[config.mk]
export PLATFORM = sky130hd
export DESIGN_NAME = double_ended_queue
export DESIGN_NICKNAME = d
export VERILOG_FILES = /design/src/rtl/dq_pkg.sv /design/src/rtl/dq_ctrl.sv /design/src/rtl/dq_datapath.sv /design/src/rtl/double_ended_queue.sv
export SDC_FILE = /design/constraint.sdc
export NUM_CORES = 1
export LEC_CHECK = 0
export ABC_CLOCK_PERIOD_IN_PS = 11610
export BUFFER_PORTS_ARGS = -buffer_cell sky130_fd_sc_hd__buf_2
export CAP_MARGIN = 25
export CORE_ASPECT_RATIO = 0.9
export CORE_MARGIN = 8
export CORE_UTILIZATION = 58
export CTS_CLUSTER_DIAMETER = 200
export CTS_CLUSTER_SIZE = 30
export DETAILED_ROUTE_END_ITERATION = 10
export GPL_TIMING_DRIVEN = 0
export PLACE_DENSITY = 0.75
export SETUP_SLACK_MARGIN = 0.02
export SLEW_MARGIN = 15
export SYNTH_ARGS = -nofsm -noshare
export SYNTH_HDL_FRONTEND = slang
export SYNTH_SLANG_ARGS = --single-unit
[constraint.sdc]
create_clock -name i_clk -period 11.61 [get_ports i_clk]
set_clock_uncertainty 0.05 [all_clocks]
set_input_delay 1.7415 -clock i_clk [delete_from_list [all_inputs] [get_ports i_clk]]
set_output_delay 1.7415 -clock i_clk [all_outputs]
set_load 0.01 [all_outputs]
[src/rtl/dq_pkg.sv]
`timescale 1ns / 1ps

package dq_pkg;

    localparam int DQ_DEPTH  = 16;
    localparam int DQ_DATA_W = 32;
    localparam int DQ_CNT_W  = 5;

    localparam logic [DQ_CNT_W-1:0] DQ_CAP_RESET = DQ_CNT_W'(16);

    typedef enum logic [1:0] {
        ACT_PUSH_FRONT = 2'd0,
        ACT_PUSH_REAR  = 2'd1,
        ACT_POP_FRONT  = 2'd2,
        ACT_POP_REAR   = 2'd3
    } t_dq_action;

    typedef enum logic [1:0] {
        STAT_OK        = 2'd0,
        STAT_OVERFLOW  = 2'd1,
        STAT_UNDERFLOW = 2'd2
    } t_dq_status;

    typedef enum logic [1:0] {
        FSM_IDLE = 2'd0,
        FSM_EXEC = 2'd1,
        FSM_LOAD = 2'd2
    } t_dq_fsm;

    typedef struct packed {
        t_dq_action                  action;
        logic signed [DQ_DATA_W-1:0] push_value;
    } t_dq_in;

    typedef struct packed {
        logic signed [DQ_DATA_W-1:0] pop_value;
        t_dq_status                  status;
        logic                        empty_flag;
        logic                        full_flag;
        logic [DQ_CNT_W-1:0]         fill_count;
    } t_dq_out;

    // controller to datapath
    typedef struct packed {
        logic accept;
        logic exec;
        logic load;
    } t_dq_cmd;

endpackage

[src/rtl/dq_ctrl.sv]
`timescale 1ns / 1ps

module dq_ctrl
    import dq_pkg::*;
(
    input  logic    i_clk,
    input  logic    i_rst_n,
    input  logic    i_in_valid,
    output logic    o_in_stall,
    output logic    o_out_valid,
    input  logic    i_out_stall,
    output t_dq_cmd o_cmd
);

    t_dq_fsm r_state;
    t_dq_fsm n_state;
    logic    r_out_valid;
    logic    n_out_valid;
    logic    load_ok;

    // result slot is free, or its word leaves this cycle
    assign load_ok = !r_out_valid || !i_out_stall;

    always_comb begin
        n_state = r_state;
        case (r_state)
            FSM_IDLE: begin
                if (i_in_valid) begin
                    n_state = FSM_EXEC;
                end
            end
            FSM_EXEC: begin
                n_state = FSM_LOAD;
            end
            FSM_LOAD: begin
                if (load_ok) begin
                    n_state = FSM_IDLE;
                end
            end
            default: begin
                n_state = FSM_IDLE;
            end
        endcase
    end

    always_comb begin
        o_in_stall   = 1'b1;
        o_cmd.accept = 1'b0;
        o_cmd.exec   = 1'b0;
        o_cmd.load   = 1'b0;
        case (r_state)
            FSM_IDLE: begin
                o_in_stall   = 1'b0;
                o_cmd.accept = i_in_valid;
            end
            FSM_EXEC: begin
                o_cmd.exec = 1'b1;
            end
            FSM_LOAD: begin
                o_cmd.load = load_ok;
            end
            default: begin
                o_in_stall = 1'b1;
            end
        endcase
    end

    always_comb begin
        n_out_valid = r_out_valid;
        if (o_cmd.load) begin
            n_out_valid = 1'b1;
        end else if (r_out_valid && !i_out_stall) begin
            n_out_valid = 1'b0;
        end
    end

    always_ff @(posedge i_clk) begin
        if (!i_rst_n) begin
            r_state     <= FSM_IDLE;
            r_out_valid <= 1'b0;
        end else begin
            r_state     <= n_state;
            r_out_valid <= n_out_valid;
        end
    end

    assign o_out_valid = r_out_valid;

endmodule

[src/rtl/dq_datapath.sv]
`timescale 1ns / 1ps

module dq_datapath
    import dq_pkg::*;
#(
    parameter int DEPTH = DQ_DEPTH
) (
    input  logic                i_clk,
    input  logic                i_rst_n,
    input  t_dq_cmd             i_cmd,
    input  t_dq_in              i_in_word,
    input  logic                i_cfg_wr_en,
    input  logic [DQ_CNT_W-1:0] i_cfg_wr_data,
    output t_dq_out             o_out_word
);

    localparam int IDX_W = $clog2(DEPTH);
    localparam int SUM_W = ((IDX_W > DQ_CNT_W) ? IDX_W : DQ_CNT_W) + 1;
    localparam int CNT_MAX = (1 << DQ_CNT_W) - 1;
    localparam logic [DQ_CNT_W-1:0] CAP_CLAMP =
        (DEPTH > CNT_MAX) ? DQ_CNT_W'(CNT_MAX) : DQ_CNT_W'(DEPTH);
    localparam logic [IDX_W-1:0] IDX_LAST = IDX_W'(DEPTH - 1);
    localparam logic [SUM_W-1:0] SUM_DEPTH = SUM_W'(DEPTH);

    logic [DQ_DATA_W-1:0] r_mem [DEPTH];

    logic [DQ_CNT_W-1:0]  r_cap;
    logic [IDX_W-1:0]     r_head;
    logic [DQ_CNT_W-1:0]  r_count;
    t_dq_action           r_action;
    logic [DQ_DATA_W-1:0] r_value;
    t_dq_status           r_status;
    logic [DQ_DATA_W-1:0] r_rd_data;
    t_dq_out              r_out;

    logic [DQ_CNT_W-1:0]  cap_eff;
    logic                 is_push;
    logic                 is_front;
    logic                 at_cap;
    logic                 no_entries;
    logic [IDX_W-1:0]     head_m1;
    logic [IDX_W-1:0]     head_p1;
    logic [SUM_W-1:0]     sum_tail;
    logic [SUM_W-1:0]     sum_last;
    logic [IDX_W-1:0]     tail_idx;
    logic [IDX_W-1:0]     last_idx;
    logic                 wr_en;
    logic                 rd_en;
    logic [IDX_W-1:0]     wr_addr;
    logic [IDX_W-1:0]     rd_addr;
    t_dq_status           exec_status;
    t_dq_out              n_out;

    // zero acts as one, anything beyond the store as the store depth
    always_comb begin
        if (r_cap == '0) begin
            cap_eff = DQ_CNT_W'(1);
        end else if (r_cap > CAP_CLAMP) begin
            cap_eff = CAP_CLAMP;
        end else begin
            cap_eff = r_cap;
        end
    end

    assign is_push    = (r_action == ACT_PUSH_FRONT) || (r_action == ACT_PUSH_REAR);
    assign is_front   = (r_action == ACT_PUSH_FRONT) || (r_action == ACT_POP_FRONT);
    assign at_cap     = (r_count >= cap_eff);
    assign no_entries = (r_count == '0);

    assign head_m1 = (r_head == '0) ? IDX_LAST : r_head - IDX_W'(1);
    assign head_p1 = (r_head == IDX_LAST) ? '0 : r_head + IDX_W'(1);

    // head + count stays below twice the depth, so one subtract wraps it
    assign sum_tail = SUM_W'(r_head) + SUM_W'(r_count);
    assign sum_last = sum_tail - SUM_W'(1);
    assign tail_idx = IDX_W'((sum_tail >= SUM_DEPTH) ? sum_tail - SUM_DEPTH : sum_tail);
    assign last_idx = IDX_W'((sum_last >= SUM_DEPTH) ? sum_last - SUM_DEPTH : sum_last);

    always_comb begin
        if (is_push) begin
            exec_status = at_cap ? STAT_OVERFLOW : STAT_OK;
        end else begin
            exec_status = no_entries ? STAT_UNDERFLOW : STAT_OK;
        end
    end

    assign wr_en   = i_cmd.exec && is_push && !at_cap;
    assign rd_en   = i_cmd.exec && !is_push && !no_entries;
    assign wr_addr = is_front ? head_m1 : tail_idx;
    assign rd_addr = is_front ? r_head : last_idx;

    always_ff @(posedge i_clk) begin
        if (wr_en) begin
            r_mem[wr_addr] <= r_value;
        end
        if (rd_en) begin
            r_rd_data <= r_mem[rd_addr];
        end
    end

    always_ff @(posedge i_clk) begin
        if (!i_rst_n) begin
            r_cap   <= DQ_CAP_RESET;
            r_head  <= '0;
            r_count <= '0;
        end else begin
            if (i_cfg_wr_en) begin
                r_cap <= i_cfg_wr_data;
            end
            if (wr_en) begin
                r_count <= r_count + DQ_CNT_W'(1);
                if (is_front) begin
                    r_head <= head_m1;
                end
            end else if (rd_en) begin
                r_count <= r_count - DQ_CNT_W'(1);
                if (is_front) begin
                    r_head <= head_p1;
                end
            end
        end
    end

    always_ff @(posedge i_clk) begin
        if (i_cmd.accept) begin
            r_action <= i_in_word.action;
            r_value  <= i_in_word.push_value;
        end
        if (i_cmd.exec) begin
            r_status <= exec_status;
        end
    end

    // count is already updated when the result word is built
    always_comb begin
        if (r_status == STAT_UNDERFLOW) begin
            n_out.pop_value = '1;
        end else if (is_push) begin
            n_out.pop_value = '0;
        end else begin
            n_out.pop_value = r_rd_data;
        end
        n_out.status     = r_status;
        n_out.empty_flag = no_entries;
        n_out.full_flag  = at_cap;
        n_out.fill_count = r_count;
    end

    always_ff @(posedge i_clk) begin
        if (i_cmd.load) begin
            r_out <= n_out;
        end
    end

    assign o_out_word = r_out;

endmodule

[src/rtl/double_ended_queue.sv]
`timescale 1ns / 1ps
// channel   | handshake                | word
// ----------+--------------------------+------------------------------------
// input     | i_in_valid / o_in_stall  | i_in_word  (action, push_value)
// output    | o_out_valid / i_out_stall| o_out_word (pop_value, status,
//           |                          |   empty_flag, full_flag, fill_count)
// config    | i_cfg_wr_en              | i_cfg_wr_data (capacity)
//
// Each word passes through three steps: accept, store access, result load. The store
// has one registered read port, so a pop's data lands in the cycle after its
// address. o_in_stall is high in the store access and result load steps.
// A held result word stalls the next one only in its load cycle.
// Reset is synchronous; the store is not cleared, only control state, pointers, count and capacity.

module double_ended_queue
    import dq_pkg::*;
#(
    parameter int DEPTH = DQ_DEPTH
) (
    input  logic                i_clk,
    input  logic                i_rst_n,
    input  logic                i_in_valid,
    output logic                o_in_stall,
    input  t_dq_in              i_in_word,
    output logic                o_out_valid,
    input  logic                i_out_stall,
    output t_dq_out             o_out_word,
    input  logic                i_cfg_wr_en,
    input  logic [DQ_CNT_W-1:0] i_cfg_wr_data
);

    t_dq_cmd cmd;

    dq_ctrl u_ctrl (
        .i_clk       (i_clk),
        .i_rst_n     (i_rst_n),
        .i_in_valid  (i_in_valid),
        .o_in_stall  (o_in_stall),
        .o_out_valid (o_out_valid),
        .i_out_stall (i_out_stall),
        .o_cmd       (cmd)
    );

    dq_datapath #(
        .DEPTH (DEPTH)
    ) u_datapath (
        .i_clk         (i_clk),
        .i_rst_n       (i_rst_n),
        .i_cmd         (cmd),
        .i_in_word     (i_in_word),
        .i_cfg_wr_en   (i_cfg_wr_en),
        .i_cfg_wr_data (i_cfg_wr_data),
        .o_out_word    (o_out_word)
    );

endmodule

==> results of run 1 <==
stage by stage:
stage	worst slack, ns	area, sq um	instances	util	power, mW
floorplan	7.33	25200	1253	-	3.07
global placement	5.41	26300	1893	0.613	3.24
detailed placement	7.87	26900	1913	0.627	3.27
CTS	7.83	27600	1949	0.643	4.30
global route	7.58	27600	1950	0.643	4.42
finish	7.64	27600	1950	0.643	4.29
state kept, by name, indices dropped and copies added, names as in the netlist:
register,cells
u_datapath.r_status,2
u_datapath.r_cap,5
u_ctrl.r_state,2
u_datapath.r_head,4
u_datapath.r_action,2
u_datapath.r_value,32
u_datapath.r_count,5
u_datapath.o_out_word,41
u_datapath.r_rd_data,32
u_ctrl.o_out_valid,1
u_datapath.r_mem,512
worst min-delay path by stage:
stage / from / end / depth (start not counted)
2_1_floorplan: u_datapath.r_status[0]$_SDFFCE_PP0P_ / u_datapath.o_out_word[7]$_DFFE_PP_ / 0
3_3_place_gp: u_datapath.r_status[0]$_SDFFCE_PP0P_ / u_datapath.o_out_word[7]$_DFFE_PP_ / 0
3_5_place_dp: u_datapath.r_status[0]$_SDFFCE_PP0P_ / u_datapath.o_out_word[7]$_DFFE_PP_ / 0
4_1_cts: u_datapath.r_status[0]$_SDFFCE_PP0P_ / u_datapath.o_out_word[7]$_DFFE_PP_ / 0
5_1_grt: u_datapath.r_status[0]$_SDFFCE_PP0P_ / u_datapath.o_out_word[7]$_DFFE_PP_ / 0
6_report: u_datapath.r_status[0]$_SDFFCE_PP0P_ / u_datapath.o_out_word[7]$_DFFE_PP_ / 0
cell families after synthesis:
| logic type | share of synthesized area |
|---|---|
| and+or+nand+nor | 0.0316 |
| muxes | 0.121 |
| AOI/OAI and AO/OA | 0.0524 |
| xor gates and xnor gates | 0.00592 |
| buffers and inverters | 0.0253 |
| DFF | 0.755 |
| adders and majority gates | 0.00905 |
worst max-delay path: cells and delay by family, from the launching register on:
family | cells | cell delay (ns)
AOI/OAI and AO/OA | 2 | 0.53
buffers and inverters | 2 | 0.77
xor gates and xnor gates | 2 | 0.50
and+or+nand+nor | 2 | 0.87
DFF | 1 | 0.53
adders and majority gates | 1 | 0.51
final cells by class:
type	instances	area (sq um)
tap	555	694
clock inverter	2	38.8
clock buffer	34	659
timing repair buffer	106	901
multi-input combinational	525	5680
buffer	75	581
inverter	15	56.3
sequential	638	19000
fill	2815	15300
per-layer routing:
layer	track usage	wire length, um	up-vias
met4	0.0679	1720	0
met3	0.0400	5310	120
met5	0	0	-
li1	-	-	5460
met1	0.304	22300	6648
met2	0.360	26600	725
power by group through the flow:
stage / clock (mW) / sequential, mW / combinational, mW
global placement: 0 / 2.67 / 0.574
finish: 1.06 / 2.62 / 0.609
detailed placement: 0 / 2.67 / 0.601
global route: 1.15 / 2.62 / 0.647
CTS: 1.08 / 2.62 / 0.604
floorplan: 0 / 2.66 / 0.416
synth_stat cells, drive strengths merged, types with 2 or more instances:
cell	instances	area [sq um]
a211oi	3	22.5
a21o	7	52.6
a21oi	14	88.8
a22oi	2	15.0
a31oi	2	12.5
a32oi	33	289
buf	59	498
clkbuf	15	70.1
dfxtp	17	340
edfxtp	621	18600
fa	2	40.0
ha	15	188
inv	15	56.3
mux2	2	22.5
mux2i	19	203
mux4	124	2820
nand2	77	289
nand2b	4	32.5
nand3	40	205
nor2	39	151
nor2b	5	31.3
nor3	6	30.0
o211ai	3	27.5
o21ai	35	175
o221ai	62	543
o32ai	3	26.3
or2	2	12.5
xnor2	5	43.8
xnor3	2	46.3
xor2	4	35.0
cell usage in the layout, fill, tap and decap left out, drive strengths merged, types with 2 or more instances in the layout:
cell type	Yosys	routed
mux4	124	124
dfxtp	17	17
a31oi	2	2
o32ai	3	3
o21ai	35	35
inv	15	16
nor3	6	6
o221ai	62	62
a21o	7	7
a21oi	14	14
edfxtp	621	621
xnor3	2	2
nand3	40	40
o211ai	3	3
or2	2	2
nor2b	5	5
nor2	39	39
a211oi	3	3
xnor2	5	5
xor2	4	4
nand2b	4	4
a32oi	33	33
mux2	2	2
fa	2	2
buf	59	165
ha	15	15
clkbuf	15	49
nand2	77	77
a22oi	2	2
mux2i	19	19
==> impl_metrics.json, run 1 <==
{
  "synth-main-ff-cell": "edfxtp_1",
  "worst_ep_arrival_time_ns": 4.30,
  "slowest_delay_ns": 0.63,
  "portBuffers": 85,
  "p_comb_frac": 0.142,
  "place_congestion": 0.812,
  "r2r-start": "u_datapath.r_head[1]$_SDFFE_PN0P_",
  "synth_cell_types": 65,
  "syn-num-nets": 1314,
  "crit_end": "u_datapath.r_rd_data[9]$_DFFE_PP_",
  "post_cts_resized": 0,
  "cp_max_fo": 10,
  "end_kind": "register",
  "grt_max_degree": 32,
  "syn_area_per_cell_sq_um": 20.1,
  "cts_setup_buffers": 0,
  "p_int_mw": 3.24,
  "clk_pin_slew_ns": 0.12,
  "hold_class": "register to register",
  "leakagePower_nw": 8.92,
  "diodes": 0,
  "critical_path_class": "register to register",
  "rows": 72,
  "hold_viol": 0,
  "synth_async_sr_flop_share": 0,
  "vias_per_cell": 6.64,
  "vias": 12953,
  "drc": 0,
  "switching_share": 0.244,
  "track_usage": 0.220,
  "tightestPinTransition_ns": 1.07,
  "drtIter0Drc": 1938,
  "grt_pass1_vias": 13099,
  "switching_power_mw": 1.05,
  "ant_nets": 0,
  "die_h_um": 214,
  "fin_crit_sh": 0.342,
  "drive_gt1_frac": 0.247,
  "grt_pass1_wl_um": 82400,
  "timing.rr.end": "u_datapath.r_rd_data[9]$_DFFE_PP_",
  "cts_max_level": 1,
  "syn_inst": 1253,
  "critical-path-slowest-cell": "nor3_1",
  "powerDensity_mw_per_mm2": 155,
  "grt_overflow_total": 0,
  "yosys_warnings": 0,
  "clock_sinks": 638,
  "finalSetupViolCount": 0,
  "fmax_mhz": 252,
  "seqPwrFrac": 0.610,
  "ctsHoldBuffers": 0,
  "first_pass_iters": 8,
  "io_pins": 87,
  "cts_root_buffer": "clkbuf_16",
  "antenna_found_initial": 0,
  "place_hpwl_um": 36600,
  "critical_path_required_ns": 11.94,
  "wl_per_cell_um": 28.7,
  "path_cells": "inv_1 -> fa_1 -> xor2_1 -> and3_1 -> xor3_1 -> nor3_1 -> clkbuf_1 -> o21ai_0 -> a32oi_1",
  "yosysSeqAreaShare": 0.755,
  "clk_latency_ns": 0.60,
  "drt-total-wl_um": 55900,
  "core_area_sq_mm": 0.0429,
  "start_util": 0.587,
  "slew_headroom": 0.286,
  "outcome": "finished clean",
  "r2r_cells": 9,
  "startpoint_type": "register",
  "dieArea_sq_mm": 0.0503,
  "vdd_ir_drop_max_mv": 0.104,
  "r2r_slack_ns": 7.64,
  "cts_tree": "done",
  "finalMaxSlewViolations": 0,
  "max-cap-violations": 0,
  "areaGrowthSynthToFinish_pct": 9.70,
  "syn-cell-area_sq_mm": 0.0252,
  "clkPwrFrac": 0.248,
  "ys_ff_latch": 638,
  "clockBufferDepth": 3,
  "layout_min_cycle_time_ns": 3.97,
  "cts_inserted_buffers": 25,
  "final_nets": 1447,
  "timing.critical_path.from": "u_datapath.r_head[1]$_SDFFE_PN0P_",
  "die_x_um": 236,
  "setup_tns_ns": 0,
  "synth_edf_count": 621,
  "hold_slack_ns": 0.439,
  "rsz0062_at_grt": "false"
}
Power figures use the tool's default switching activity.
==> run 2: changes to the inputs <==
--- a/config.mk
+++ b/config.mk
@@ -5,7 +5,7 @@
 export SDC_FILE = /design/constraint.sdc
 export NUM_CORES = 1
 export LEC_CHECK = 0
-export ABC_CLOCK_PERIOD_IN_PS = 11610
+export ABC_CLOCK_PERIOD_IN_PS = 3850
 export BUFFER_PORTS_ARGS = -buffer_cell sky130_fd_sc_hd__buf_2
 export CAP_MARGIN = 25
 export CORE_ASPECT_RATIO = 0.9
==> constraint.sdc (replaced) <==
create_clock -name i_clk -period 3.85 [get_ports i_clk]
set_clock_uncertainty 0.05 [all_clocks]
set_input_delay 0.5775 -clock i_clk [delete_from_list [all_inputs] [get_ports i_clk]]
set_output_delay 0.5775 -clock i_clk [all_outputs]
set_load 0.01 [all_outputs]
==> impl_metrics.json, run 2 (synthesis results as in run 1) <==
{
  "outcome": "finished clean",
  "layout_min_cycle_time_ns": 3.69,
  "critical_path_class": "register to register",
  "hold_viol": 0,
  "vias": 13034,
  "clockBufferDepth": 3,
  "rsz0062_at_grt": "false",
  "drc": 0,
  "diodes": 0,
  "start_util": 0.587,
  "final_nets": 1451,
  "io_pins": 87,
  "vias_per_cell": 6.67,
  "place_hpwl_um": 37100,
  "grt_pass1_wl_um": 82400,
  "portBuffers": 85,
  "p_comb_frac": 0.144,
  "clock_sinks": 638,
  "end_kind": "register",
  "finalMaxSlewViolations": 0,
  "p_int_mw": 9.79,
  "hold_class": "primary input to register",
  "first_pass_iters": 5,
  "antenna_found_initial": 0,
  "finalSetupViolCount": 0,
  "ant_nets": 0,
  "place_congestion": 0.818,
  "clk_pin_slew_ns": 0.11,
  "clkPwrFrac": 0.247,
  "die_h_um": 214,
  "areaGrowthSynthToFinish_pct": 10.2,
  "worst_ep_arrival_time_ns": 3.92,
  "most-common-layout-cells": "edfxtp_1 (621), mux4_2 (118), buf_2 (112), nand2_1 (77), o221ai_1 (62)",
  "hold_slack_ns": 0.0979,
  "core_area_sq_mm": 0.0429,
  "drt-total-wl_um": 55900,
  "tightestPinTransition_ns": 0.969,
  "cts_max_level": 1,
  "cts_inserted_buffers": 25,
  "vdd_ir_drop_max_mv": 0.330,
  "cts_tree": "done",
  "registers.top_by_ff_count": "u_datapath.r_mem",
  "seqPwrFrac": 0.609,
  "drtIter0Drc": 1586,
  "switching_share": 0.245,
  "slew_headroom": 0.354,
  "rows": 72,
  "track_usage": 0.219,
  "fin_crit_sh": 0.959,
  "startpoint_type": "register",
  "cts_root_buffer": "clkbuf_16",
  "grt_pass1_vias": 13085,
  "die_x_um": 236,
  "grt_overflow_total": 0,
  "critical_path_required_ns": 4.08,
  "largest_register_ffs": 512,
  "fmax_mhz": 271,
  "cp_max_fo": 10,
  "switching_power_mw": 3.18,
  "finalPower_mw": 13.0,
  "drive_gt1_frac": 0.251,
  "fillers": 2788,
  "leakagePower_nw": 8.98,
  "grt_max_degree": 32,
  "clk_latency_ns": 0.59,
  "final_common_cell": "edfxtp_1",
  "wl_per_cell_um": 28.6,
  "powerDensity_mw_per_mm2": 468,
  "max-cap-violations": 0,
  "dieArea_sq_mm": 0.0503
}
==> run 2: cell count changes in the layout (fill, tap and decap cells not counted), moves of 2 or more <==
cell / previous run / this run
clkbuf_1: 22 / 20
buf_12: 16 / 11
buf_16: 9 / 16
clkbuf_2: 0 / 2
==> run 2: worst paths after layout <==
path / from / endpoint / slack (ns) / depth (start not counted)
worst min register to register: u_datapath.r_status[0]$_SDFFCE_PP0P_ / u_datapath.o_out_word[7]$_DFFE_PP_ / 0.42 / 0
worst max register to register: u_datapath.r_head[0]$_SDFFE_PN0P_ / u_datapath.r_rd_data[9]$_DFFE_PP_ / 0.16 / 9
worst min-delay path: i_in_word[29] / u_datapath.r_value[29]$_DFFE_PP_ / 0.1 / 1
worst max-delay path: u_datapath.r_head[0]$_SDFFE_PN0P_ / u_datapath.r_rd_data[9]$_DFFE_PP_ / 0.16 / 9
==> run 2: power by group through the flow <==
stage	Clock (mW)	Sequential, mW	Combinational, mW
floorplan	0	8.01	1.25
global placement	0	8.05	1.74
detailed placement	0	8.05	1.83
CTS	3.25	7.89	1.84
global route	3.49	7.91	1.97
finish	3.21	7.90	1.87
==> run 2: cell type report <==
class | count | area, sq um | share of cell area
timing repair buffer | 110 | 1010 | 0.0364
tap | 555 | 694 | 0.0251
clock inverter | 2 | 38.8 | 0.00140
sequential | 638 | 19000 | 0.685
inverter | 15 | 56.3 | 0.00203
clock buffer | 34 | 659 | 0.0238
buffer | 75 | 583 | 0.0210
multi-input combinational | 525 | 5680 | 0.205
==> run 2: worst max-delay path: stages (launching register included) <==
cell	delay [ns]
dfxtp_1	0.55
ha_1	0.24
inv_1	0.05
fa_1	0.48
ha_1	0.24
xnor3_2	0.38
mux2i_4	0.27
buf_6	0.23
clkbuf_1	0.56
a32oi_1	0.31
==> run 2: layer usage <==
| layer | vias up | part of all wire | global-route usage |
|---|---|---|---|
| met3 | 100 | 0.094 | 0.0392 |
| met5 | - | 0 | 0 |
| met1 | 6725 | 0.39 | 0.302 |
| met4 | 0 | 0.025 | 0.0557 |
| li1 | 5462 | - | - |
| met2 | 747 | 0.49 | 0.364 |
==> run 2: what timing repair did <==
action | in CTS | in global routing
pin swaps | 0 | 1
endpoints found under the setup margin | 1 | 17
hold buffers | 0 | 0
cloned | 0 | 0
gates resized for setup | 1 | 4
setup buffers | 0 | 3
==> run 2: metrics by stage <==
step | utilization | worst slack, ns | setup TNS, ns | instance area [sq um] | std cells
after floorplan | - | 0.00182 | 0 | 25200 | 1253
after global placement | 0.613 | -1.92 | -805.81 | 26300 | 1893
after detailed placement | 0.629 | 0.0454 | 0 | 27000 | 1914
after CTS | 0.645 | 0.0804 | 0 | 27700 | 1950
after global routing | 0.646 | 0.0744 | 0 | 27700 | 1954
final | 0.646 | 0.158 | 0 | 27700 | 1954
